`config.mk`:
```
export PLATFORM = sky130hd
export DESIGN_NAME = multiwave_lfo_generator
export DESIGN_NICKNAME = d
export VERILOG_FILES = /design/src/hw/rtl/lfo_pkg.sv /design/src/hw/rtl/lfo_front.sv /design/src/hw/rtl/lfo_fifo.sv /design/src/hw/rtl/lfo_back.sv /design/src/hw/rtl/multiwave_lfo_generator.sv
export SDC_FILE = /design/constraint.sdc
export NUM_CORES = 2
export LEC_CHECK = 0
export BUFFER_PORTS_ARGS = -buffer_cell sky130_fd_sc_hd__clkbuf_2
export CAP_MARGIN = 10
export CELL_PAD_IN_SITES_DETAIL_PLACEMENT = 0
export CELL_PAD_IN_SITES_GLOBAL_PLACEMENT = 1
export CORE_MARGIN = 8
export CORE_UTILIZATION = 31
export CTS_BUF_LIST = sky130_fd_sc_hd__clkbuf_4 sky130_fd_sc_hd__clkbuf_8
export DETAILED_ROUTE_END_ITERATION = 16
export PLACE_DENSITY = 0.56
export SLEW_MARGIN = 20
export SYNTH_ARGS = -nofsm -noshare
export SYNTH_HDL_FRONTEND = slang
export SYNTH_SLANG_ARGS = --single-unit
```
`constraint.sdc`:
```
create_clock -name clock -period 16 [get_ports clock]
set_input_delay 0 -clock clock [delete_from_list [all_inputs] [get_ports clock]]
set_output_delay 0 -clock clock [all_outputs]
set_load 0.005 [all_outputs]
```
`src/hw/rtl/lfo_pkg.sv`:
```
// ----------------------------------------------------------------------------
// LFO package
// Widths, codes, constants and saturation helpers of the multiwave LFO.
// ----------------------------------------------------------------------------
package lfo_pkg;

   localparam int FRAC_BITS  = 16;
   localparam int CHUNK_LOG2 = 4;
   localparam int CHUNK_LEN  = 1 << CHUNK_LOG2;
   localparam int CNT_W      = $clog2(CHUNK_LEN + 1);

   localparam int ST_W    = 20;
   localparam int OUT_W   = 18;
   localparam int DIFF_W  = ST_W + 1;
   localparam int SINE_W  = ST_W + 2;
   localparam int PROD_W  = ST_W + SINE_W;
   localparam int SAT_W   = PROD_W + 2;
   localparam int IPROD_W = DIFF_W + CNT_W + 1;
   localparam int SUM_W   = ST_W + 2;

   localparam int LFSR_W = 16;
   localparam logic [LFSR_W-1:0] LFSR_TAPS = 16'hB400;

   localparam logic signed [ST_W-1:0]   ST_ONE  = ST_W'(64'(1) << FRAC_BITS);
   localparam logic signed [SINE_W-1:0] TWO_ONE = SINE_W'(64'(2) << FRAC_BITS);

   // configuration
   localparam int CSR_IDX_W  = 2;
   localparam int CSR_DATA_W = 17;
   localparam int STEP_W     = 17;
   localparam int WAVE_W     = 3;

   localparam logic [CSR_IDX_W-1:0] CSR_PHASE_STEP  = 2'd0;
   localparam logic [CSR_IDX_W-1:0] CSR_WAVE_SELECT = 2'd1;
   localparam logic [CSR_IDX_W-1:0] CSR_NOISE_SEED  = 2'd2;

   localparam logic [STEP_W-1:0] PHASE_STEP_RST = 17'd437;
   localparam logic [WAVE_W-1:0] WAVE_SELECT_RST = 3'd0;
   localparam logic [LFSR_W-1:0] NOISE_SEED_RST = 16'd44257;

   localparam logic [WAVE_W-1:0] WAVE_SINE     = 3'd0;
   localparam logic [WAVE_W-1:0] WAVE_TRIANGLE = 3'd1;
   localparam logic [WAVE_W-1:0] WAVE_SAW_UP   = 3'd2;
   localparam logic [WAVE_W-1:0] WAVE_SAW_DOWN = 3'd3;
   localparam logic [WAVE_W-1:0] WAVE_RECT     = 3'd4;
   localparam logic [WAVE_W-1:0] WAVE_HOLD     = 3'd5;

   localparam logic [1:0] QUAD_0 = 2'd0;
   localparam logic [1:0] QUAD_1 = 2'd1;
   localparam logic [1:0] QUAD_2 = 2'd2;
   localparam logic [1:0] QUAD_3 = 2'd3;

   localparam logic [1:0] MODE_PASS = 2'd0;
   localparam logic [1:0] MODE_NEG  = 2'd1;
   localparam logic [1:0] MODE_ZERO = 2'd2;

   // queue between front and back, power of two deep
   localparam int FIFO_DEPTH = 2;
   localparam int FIFO_PTR_W = $clog2(FIFO_DEPTH);
   localparam int FIFO_CNT_W = $clog2(FIFO_DEPTH + 1);

   typedef struct packed {
      logic signed [ST_W-1:0]   old_value;
      logic signed [DIFF_W-1:0] diff;
      logic [1:0]               mode;
   } lfo_entry_type;

   localparam logic signed [SAT_W-1:0] ST_MAX = SAT_W'((64'(1) << (ST_W - 1)) - 1);
   localparam logic signed [SAT_W-1:0] ST_MIN = -ST_MAX - SAT_W'(1);
   localparam logic signed [SUM_W-1:0] OUT_MAX = SUM_W'((64'(1) << (OUT_W - 1)) - 1);
   localparam logic signed [SUM_W-1:0] OUT_MIN = -OUT_MAX - SUM_W'(1);

   function automatic logic signed [ST_W-1:0] sat_st(input logic signed [SAT_W-1:0] v);
      logic signed [ST_W-1:0] r;
      if (v > ST_MAX) begin
         r = ST_MAX[ST_W-1:0];
      end else if (v < ST_MIN) begin
         r = ST_MIN[ST_W-1:0];
      end else begin
         r = v[ST_W-1:0];
      end
      return r;
   endfunction

   function automatic logic signed [OUT_W-1:0] sat_out(input logic signed [SUM_W-1:0] v);
      logic signed [OUT_W-1:0] r;
      if (v > OUT_MAX) begin
         r = OUT_MAX[OUT_W-1:0];
      end else if (v < OUT_MIN) begin
         r = OUT_MIN[OUT_W-1:0];
      end else begin
         r = v[OUT_W-1:0];
      end
      return r;
   endfunction

endpackage

```
`src/hw/rtl/lfo_front.sv`:
```
// ----------------------------------------------------------------------------
// LFO front end
// Holds configuration and oscillator state, advances it once per tick and
// forms the ramp of the selected wave for the interpolator.
// ----------------------------------------------------------------------------
module lfo_front import lfo_pkg::*; (
   input  logic                  clock,
   input  logic                  reset,
   input  logic                  csr_we,
   input  logic [CSR_IDX_W-1:0]  csr_index,
   input  logic [CSR_DATA_W-1:0] csr_data,
   input  logic                  accept,
   input  logic                  reset_gate,
   output lfo_entry_type         entry
);

   localparam int N_WAVES  = 5;
   localparam int IDX_SINE = 0;
   localparam int IDX_SAW  = 1;
   localparam int IDX_HOLD = 2;
   localparam int IDX_TRI  = 3;
   localparam int IDX_SQR  = 4;

   logic [STEP_W-1:0]      phase_step_ff;
   logic [WAVE_W-1:0]      wave_select_ff;
   logic [LFSR_W-1:0]      lfsr_ff, lfsr_in;
   logic signed [ST_W-1:0] phase_ff, phase_in;
   logic signed [ST_W-1:0] delta_ff, delta_in;
   logic [1:0]             quad_ff, quad_in;
   logic                   gate_ff;
   logic signed [ST_W-1:0] saw_ff, saw_in;
   logic signed [ST_W-1:0] square_ff, square_in;
   logic signed [ST_W-1:0] hold_ff, hold_in;
   logic signed [ST_W-1:0] sine_in;
   logic signed [ST_W-1:0] old_ff [N_WAVES];

   logic                     rise;
   logic                     draw;
   logic signed [ST_W-1:0]   step_s;
   logic signed [ST_W-1:0]   t;
   logic [1:0]               q0;
   logic signed [ST_W-1:0]   saw_base;
   logic [LFSR_W-1:0]        lfsr_step;
   logic [LFSR_W-1:0]        seed_load;
   logic signed [SINE_W-1:0] mul_b;
   logic signed [PROD_W-1:0] prod;
   logic signed [ST_W-1:0]   tgt [N_WAVES];
   logic signed [ST_W-1:0]   old_sel, tgt_sel;
   logic [1:0]               mode_sel;

   always_comb begin
      step_s    = $signed(ST_W'(phase_step_ff));
      rise      = reset_gate & ~gate_ff;
      t         = rise ? '0 : phase_ff;
      q0        = rise ? QUAD_0 : quad_ff;
      delta_in  = rise ? step_s : delta_ff;
      square_in = rise ? -ST_ONE : square_ff;
      saw_base  = saw_ff;
      quad_in   = q0;
      draw      = 1'b0;
      if (t >= ST_ONE) begin
         quad_in  = QUAD_1;
         delta_in = -step_s;
      end else if (t <= -ST_ONE) begin
         quad_in  = QUAD_3;
         delta_in = step_s;
      end else if (q0 == QUAD_1 && t < 0) begin
         quad_in   = QUAD_2;
         square_in = ST_ONE;
         draw      = 1'b1;
      end else if (q0 == QUAD_3 && t > 0) begin
         quad_in   = QUAD_0;
         square_in = -ST_ONE;
         draw      = 1'b1;
         saw_base  = -ST_ONE;
      end

      lfsr_step = {1'b0, lfsr_ff[LFSR_W-1:1]} ^ (lfsr_ff[0] ? LFSR_TAPS : '0);
      hold_in   = draw ? sat_st(((SAT_W'(lfsr_step) <<< (FRAC_BITS + 1)) >>> LFSR_W)
                                - SAT_W'(ST_ONE))
                       : hold_ff;

      if (quad_in == QUAD_2 || quad_in == QUAD_3) begin
         mul_b = TWO_ONE + SINE_W'(t);
      end else begin
         mul_b = TWO_ONE - SINE_W'(t);
      end
      prod     = t * mul_b;
      sine_in  = sat_st(SAT_W'(prod >>> FRAC_BITS));
      saw_in   = sat_st(SAT_W'(saw_base) + SAT_W'(step_s >>> 1));
      phase_in = sat_st(SAT_W'(t) + SAT_W'(delta_in));

      tgt[IDX_SINE] = sine_in;
      tgt[IDX_SAW]  = saw_in;
      tgt[IDX_HOLD] = hold_in;
      tgt[IDX_TRI]  = phase_in;
      tgt[IDX_SQR]  = square_in;

      case (wave_select_ff)
         WAVE_SINE: begin
            old_sel = old_ff[IDX_SINE]; tgt_sel = tgt[IDX_SINE]; mode_sel = MODE_PASS;
         end
         WAVE_TRIANGLE: begin
            old_sel = old_ff[IDX_TRI]; tgt_sel = tgt[IDX_TRI]; mode_sel = MODE_PASS;
         end
         WAVE_SAW_UP: begin
            old_sel = old_ff[IDX_SAW]; tgt_sel = tgt[IDX_SAW]; mode_sel = MODE_PASS;
         end
         WAVE_SAW_DOWN: begin
            old_sel = old_ff[IDX_SAW]; tgt_sel = tgt[IDX_SAW]; mode_sel = MODE_NEG;
         end
         WAVE_RECT: begin
            old_sel = old_ff[IDX_SQR]; tgt_sel = tgt[IDX_SQR]; mode_sel = MODE_NEG;
         end
         WAVE_HOLD: begin
            old_sel = old_ff[IDX_HOLD]; tgt_sel = tgt[IDX_HOLD]; mode_sel = MODE_PASS;
         end
         default: begin
            old_sel = '0; tgt_sel = '0; mode_sel = MODE_ZERO;
         end
      endcase

      entry.old_value = old_sel;
      entry.diff      = DIFF_W'(tgt_sel) - DIFF_W'(old_sel);
      entry.mode      = mode_sel;

      seed_load = csr_data[LFSR_W-1:0];
      if (seed_load == '0) begin
         seed_load = LFSR_W'(1);
      end
      if (csr_we && csr_index == CSR_NOISE_SEED) begin
         lfsr_in = seed_load;
      end else if (accept && draw) begin
         lfsr_in = lfsr_step;
      end else begin
         lfsr_in = lfsr_ff;
      end
   end

   always_ff @(posedge clock) begin
      if (reset) begin
         phase_step_ff  <= PHASE_STEP_RST;
         wave_select_ff <= WAVE_SELECT_RST;
      end else if (csr_we) begin
         case (csr_index)
            CSR_PHASE_STEP:  phase_step_ff  <= csr_data[STEP_W-1:0];
            CSR_WAVE_SELECT: wave_select_ff <= csr_data[WAVE_W-1:0];
            default: ;
         endcase
      end
   end

   always_ff @(posedge clock) begin
      if (reset) begin
         lfsr_ff   <= NOISE_SEED_RST;
         phase_ff  <= '0;
         delta_ff  <= $signed(ST_W'(PHASE_STEP_RST));
         quad_ff   <= QUAD_0;
         gate_ff   <= 1'b0;
         saw_ff    <= -ST_ONE;
         square_ff <= '0;
         hold_ff   <= '0;
         for (int i = 0; i < N_WAVES; i++) begin
            old_ff[i] <= '0;
         end
      end else begin
         lfsr_ff <= lfsr_in;
         if (accept) begin
            phase_ff  <= phase_in;
            delta_ff  <= delta_in;
            quad_ff   <= quad_in;
            gate_ff   <= reset_gate;
            saw_ff    <= saw_in;
            square_ff <= square_in;
            hold_ff   <= hold_in;
            for (int i = 0; i < N_WAVES; i++) begin
               old_ff[i] <= tgt[i];
            end
         end
      end
   end

endmodule

```
`src/hw/rtl/lfo_fifo.sv`:
```
// ----------------------------------------------------------------------------
// LFO ramp queue
// Short queue of ramp descriptors between front and back.
// ----------------------------------------------------------------------------
module lfo_fifo import lfo_pkg::*; (
   input  logic          clock,
   input  logic          reset,
   input  logic          push,
   input  lfo_entry_type din,
   output logic          full,
   input  logic          pop,
   output lfo_entry_type dout,
   output logic          empty
);

   lfo_entry_type           mem_ff [FIFO_DEPTH];
   logic [FIFO_PTR_W-1:0]   wr_ptr_ff, rd_ptr_ff;
   logic [FIFO_CNT_W-1:0]   count_ff;

   assign full  = (count_ff == FIFO_CNT_W'(FIFO_DEPTH));
   assign empty = (count_ff == '0);
   assign dout  = mem_ff[rd_ptr_ff];

   always_ff @(posedge clock) begin
      if (push) begin
         mem_ff[wr_ptr_ff] <= din;
      end
   end

   always_ff @(posedge clock) begin
      if (reset) begin
         wr_ptr_ff <= '0;
         rd_ptr_ff <= '0;
         count_ff  <= '0;
      end else begin
         if (push) begin
            wr_ptr_ff <= wr_ptr_ff + FIFO_PTR_W'(1);
         end
         if (pop) begin
            rd_ptr_ff <= rd_ptr_ff + FIFO_PTR_W'(1);
         end
         if (push && !pop) begin
            count_ff <= count_ff + FIFO_CNT_W'(1);
         end else if (pop && !push) begin
            count_ff <= count_ff - FIFO_CNT_W'(1);
         end
      end
   end

endmodule

```
`src/hw/rtl/lfo_back.sv`:
```
// ----------------------------------------------------------------------------
// LFO interpolator
// Steps one ramp through its chunk into an output register, one sample per
// cycle while that register is empty or being taken.
// ----------------------------------------------------------------------------
module lfo_back import lfo_pkg::*; (
   input  logic                    clock,
   input  logic                    reset,
   input  logic                    q_empty,
   input  lfo_entry_type           q_entry,
   output logic                    q_pop,
   output logic                    out_valid,
   input  logic                    out_take,
   output logic signed [OUT_W-1:0] out_sample,
   output logic                    out_last
);

   lfo_entry_type           cur_ff;
   logic                    cur_valid_ff;
   logic [CNT_W-1:0]        k_ff;
   logic                    out_valid_ff;
   logic signed [OUT_W-1:0] out_sample_ff;
   logic                    out_last_ff;

   logic                      advance;
   logic                      last;
   logic signed [IPROD_W-1:0] iprod;
   logic signed [IPROD_W-1:0] biased;
   logic signed [SUM_W-1:0]   sum;
   logic signed [OUT_W-1:0]   sample_in;

   always_comb begin
      advance = cur_valid_ff && (!out_valid_ff || out_take);
      last    = (k_ff == CNT_W'(CHUNK_LEN));
      q_pop   = !q_empty && (!cur_valid_ff || (advance && last));

      // quotient rounds toward zero
      iprod  = cur_ff.diff * $signed({1'b0, k_ff});
      biased = iprod + ((iprod < 0) ? IPROD_W'(CHUNK_LEN - 1) : '0);
      sum    = SUM_W'(cur_ff.old_value) + SUM_W'(biased >>> CHUNK_LOG2);
      case (cur_ff.mode)
         MODE_PASS: sample_in = sat_out(sum);
         MODE_NEG:  sample_in = sat_out(-sum);
         default:   sample_in = '0;
      endcase
   end

   always_ff @(posedge clock) begin
      if (q_pop) begin
         cur_ff <= q_entry;
      end
      if (advance) begin
         out_sample_ff <= sample_in;
         out_last_ff   <= last;
      end
   end

   always_ff @(posedge clock) begin
      if (reset) begin
         cur_valid_ff <= 1'b0;
         k_ff         <= '0;
         out_valid_ff <= 1'b0;
      end else begin
         if (q_pop) begin
            cur_valid_ff <= 1'b1;
            k_ff         <= CNT_W'(1);
         end else if (advance && last) begin
            cur_valid_ff <= 1'b0;
         end else if (advance) begin
            k_ff <= k_ff + CNT_W'(1);
         end
         if (advance) begin
            out_valid_ff <= 1'b1;
         end else if (out_take) begin
            out_valid_ff <= 1'b0;
         end
      end
   end

   assign out_valid  = out_valid_ff;
   assign out_sample = out_sample_ff;
   assign out_last   = out_last_ff;

endmodule

```
`src/hw/rtl/multiwave_lfo_generator.sv`:
```
// Path: a tick's first sample goes through the queue, current-ramp and output registers.
// Throughput: 16 samples per tick at one per cycle while the result side is popped,
//    set by the single interpolator in the back end; two ticks may wait in the queue.
// Reset: synchronous, active high; clears state, queue and output, loads default registers.
// ----------------------------------------------------------------------------
// Multiwave LFO generator
// Control ticks in, interpolated waveform samples out; front end advances
// the oscillator, back end interpolates the selected wave.
// ----------------------------------------------------------------------------
module multiwave_lfo_generator import lfo_pkg::*; (
   input  logic                    clock,
   input  logic                    reset,
   input  logic                    push,
   output logic                    full,
   input  logic                    req_reset_gate,
   output logic                    empty,
   input  logic                    pop,
   output logic signed [OUT_W-1:0] rsp_sample_value,
   output logic                    rsp_last_sample,
   input  logic                    valid,
   output logic                    ready,
   input  logic [CSR_IDX_W-1:0]    csr_index,
   input  logic [CSR_DATA_W-1:0]   csr_data
);

   logic          accept;
   logic          q_full;
   logic          q_empty;
   logic          q_pop;
   logic          out_valid;
   lfo_entry_type front_entry;
   lfo_entry_type q_entry;

   assign ready  = 1'b1;
   assign full   = q_full;
   assign accept = push && !q_full;
   assign empty  = !out_valid;

   lfo_front u_front (
      .clock      (clock),
      .reset      (reset),
      .csr_we     (valid),
      .csr_index  (csr_index),
      .csr_data   (csr_data),
      .accept     (accept),
      .reset_gate (req_reset_gate),
      .entry      (front_entry)
   );

   lfo_fifo u_fifo (
      .clock (clock),
      .reset (reset),
      .push  (accept),
      .din   (front_entry),
      .full  (q_full),
      .pop   (q_pop),
      .dout  (q_entry),
      .empty (q_empty)
   );

   lfo_back u_back (
      .clock      (clock),
      .reset      (reset),
      .q_empty    (q_empty),
      .q_entry    (q_entry),
      .q_pop      (q_pop),
      .out_valid  (out_valid),
      .out_take   (pop),
      .out_sample (rsp_sample_value),
      .out_last   (rsp_last_sample)
   );

endmodule

```
==> out/metrics.cfg <==
[logic_synthesis]
ys_seq_elements=398
yosysTopAreaCell=fa_1
netlist_area_um2=41900
async_flop_share=0
synthTopCellsByArea=fa_1 (24%), edfxtp_1 (18%), ha_1 (7.4%)
synth_ff_type=edfxtp_1
yosys_warnings=0
syn_nets=5323
syn_inst=4538
yosysUniqueCellTypes=105
avgSynthCellArea_um2=9.24
synth_top_area_share=0.244
ys_seq_area_frac=0.249
synth-edff-count=248

[final_layout]
fillerInstances=14100
area_delta_synth_final_pct=10.7
seq_area_um2=10500
multi_input_area_um2=28300
drive_above_1_share=0.0810
final_common_cell=inv_1
nets=5386
layout_common_cells=inv_1 (674), nand2_1 (536), fa_1 (511)
stdcell_count=6436

[timing]
hold_viol=0
slew_viol_final=0
skew_ps=93.5
post-route-period-util=0.920
grt_setup_unrepaired=no
fin_tns_setup_ps=0
worstMarginPinSlew_ps=1110
fmax_ghz=0.0680
period_minus_slack_ps=14720
maxSlewHeadroom=0.256
setup_viol=0

[min_path]
min-delay-start=csr_data[6]
hold_end=u_front.lfsr_ff[6]
holdPathStages=4
hold_class=primary input to flop

[critical_path]
reg2reg_depth=50
max_stage_delay_ps=740
r2r_slack_ps=1280
rr_startpoint=u_front.gate_ff
critPathKind=flop to flop
timing.critical_path.arrival_ps=15130
crit_slowest_cell=nor4_1
cp_top_family=compound AO/OA/AOI/OAI gates
required_ps=16420
r2r-end=u_fifo.mem_ff[0][21]
path_common_cell=fa_1
cp_max_fo=24
start_kind=flop
worstSetupEndpointType=flop
critPathBufInv=7

[placement]
dp_cells=6260
port_buffers=45
gp_congestion=0.888
hpwl_um=108000

[global_route]
grt_pass1_wl_um=209000
antenna_found_initial=4
grt_max_degree=75
grt.total_usage=0.184
grt_most_used_layer=met2
overflow=0
gr-usage-met3=0.0185
grt_pass1_vias=33000
use_met1=0.258
grt_use_met2=0.308

[clocking]
cts_sinks=398
cts_buffer_depth=3
cts_tree=yes
cts_made_buffers=61
ctsResizeCount=0
clk-insertion-delay-late_ps=740
cts_root_buf=clkbuf_8
path_clk_slew_ps=70
h-tree-depth=2

[floorplan]
coreArea_um2=135000
die_area_um2=147000
die_w_um=384
start_util=0.311
die-height_um=384
row_count=135
io_pins=47

[detailed_routing]
vias=32000
ant_nets=0
post_drt_via_cell_ratio=4.97
wire_per_inst_um=21.1
drc=0
drt_iter0_markers=2124
drt-total-wl_um=136000
drt_first_pass_iters=7

[run_status]
status=completed

[flow_run]
cap_violations=0

layer usage:
metal  up-vias  routed length (um)
li1      15100                   -
met1     16100               63200
met2       629               64200
met3       117                5530
met4         2                2710
met5         -                  12
worst max-delay path by stage:
stage	slack, ps	startpoint	end	cells past startpoint
after floorplan	2440	u_front.gate_ff	u_fifo.mem_ff[0][21]	52
after global placement	1610	u_front.gate_ff	u_fifo.mem_ff[0][20]	46
after detailed placement	1400	u_front.gate_ff	u_fifo.mem_ff[0][22]	46
after CTS	1280	u_front.gate_ff	u_fifo.mem_ff[0][21]	45
after global routing	260	u_front.gate_ff	u_fifo.mem_ff[1][20]	47
final	1280	u_front.gate_ff	u_fifo.mem_ff[0][21]	50
kinds of logic (layout without fill, tap and decap cells):
logic type | count (synthesis) | count (layout) | share of synthesized area
AO/OA/AOI/OAI | 778 | 778 | 0.127
buffers and inverters | 864 | 980 | 0.0779
multiplexers | 85 | 85 | 0.0279
other | 1 | 2 | 0.0000894
flip-flops | 398 | 398 | 0.249
adder cells (fa/ha/maj) | 760 | 760 | 0.318
AND/OR/NAND/NOR | 1501 | 1501 | 0.168
XOR/XNOR | 151 | 151 | 0.0317
cell type report:
| type | count | area share |
|---|---|---|
| Multi-Input combinational cell | 3276 | 0.610 |
| Sequential cell | 398 | 0.225 |
| Clock buffer | 91 | 0.0251 |
| Tap cell | 1781 | 0.0480 |
| Antenna cell | 1 | 0.0000539 |
| Inverter | 683 | 0.0553 |
| Timing Repair Buffer | 181 | 0.0300 |
| Clock inverter | 25 | 0.00591 |
cell usage after synthesis (all sizes together) (14+ instances only):
cell type  count
inv          676
nand2        536
fa           511
nor2         433
ha           249
edfxtp       248
a21oi        206
clkbuf       160
dfxtp        150
a21o         118
and2         118
o21ai        116
xnor2         97
nor2b         57
nand2b        56
nand3         56
xor2          54
nor3          51
o21a          46
mux2          44
a31oi         37
and3          35
or3           30
a211oi        25
o211ai        25
o221ai        24
a211o         22
nand4         22
buf           21
mux2i         21
or2           21
mux4          20
nand3b        19
a21boi        17
nor4          17
o22ai         17
o31ai         16
a311oi        15
o21bai        14
through the flow:
stage                     area [um2]   util  hold WS, ps  setup slack [ps]
after detailed placement       44300  0.329          237              1400
after CTS                      46400  0.344         84.2              1280
after global placement         44300  0.329          232              1610
after floorplan                41900      -          118              2440
final                          46400  0.344          158              1280
after global routing           46400  0.344          139               256
worst min-delay path: stages:
cell and delay, ps:
dlygate4sd3_1 530, clkbuf_2 140, o21ai_0 90, nand2b_1 70
what timing repair did:
action | CTS | global route
setup endpoints to repair | 0 | 0
buffers inserted | 0 | 0
hold buffers | 59 | 0
hold endpoints to repair | 66 | 0
sequential cells by signal (all words and copies together), names as in the netlist, 2 cells and up:
name	count
u_front.square_ff	20
u_fifo.count_ff	2
u_front.phase_ff	20
u_front.wave_select_ff	3
u_front.hold_ff	20
u_front.saw_ff	20
u_front.lfsr_ff	16
u_front.quad_ff	2
u_back.k_ff	5
u_front.phase_step_ff	17
u_fifo.mem_ff	86
u_back.out_sample	18
u_back.cur_ff	43
u_front.delta_ff	20
u_front.old_ff	100
Power is left out: the tool's default activity adds up to more than one toggle a clock period on the data nets, which glitch-free logic cannot reach.
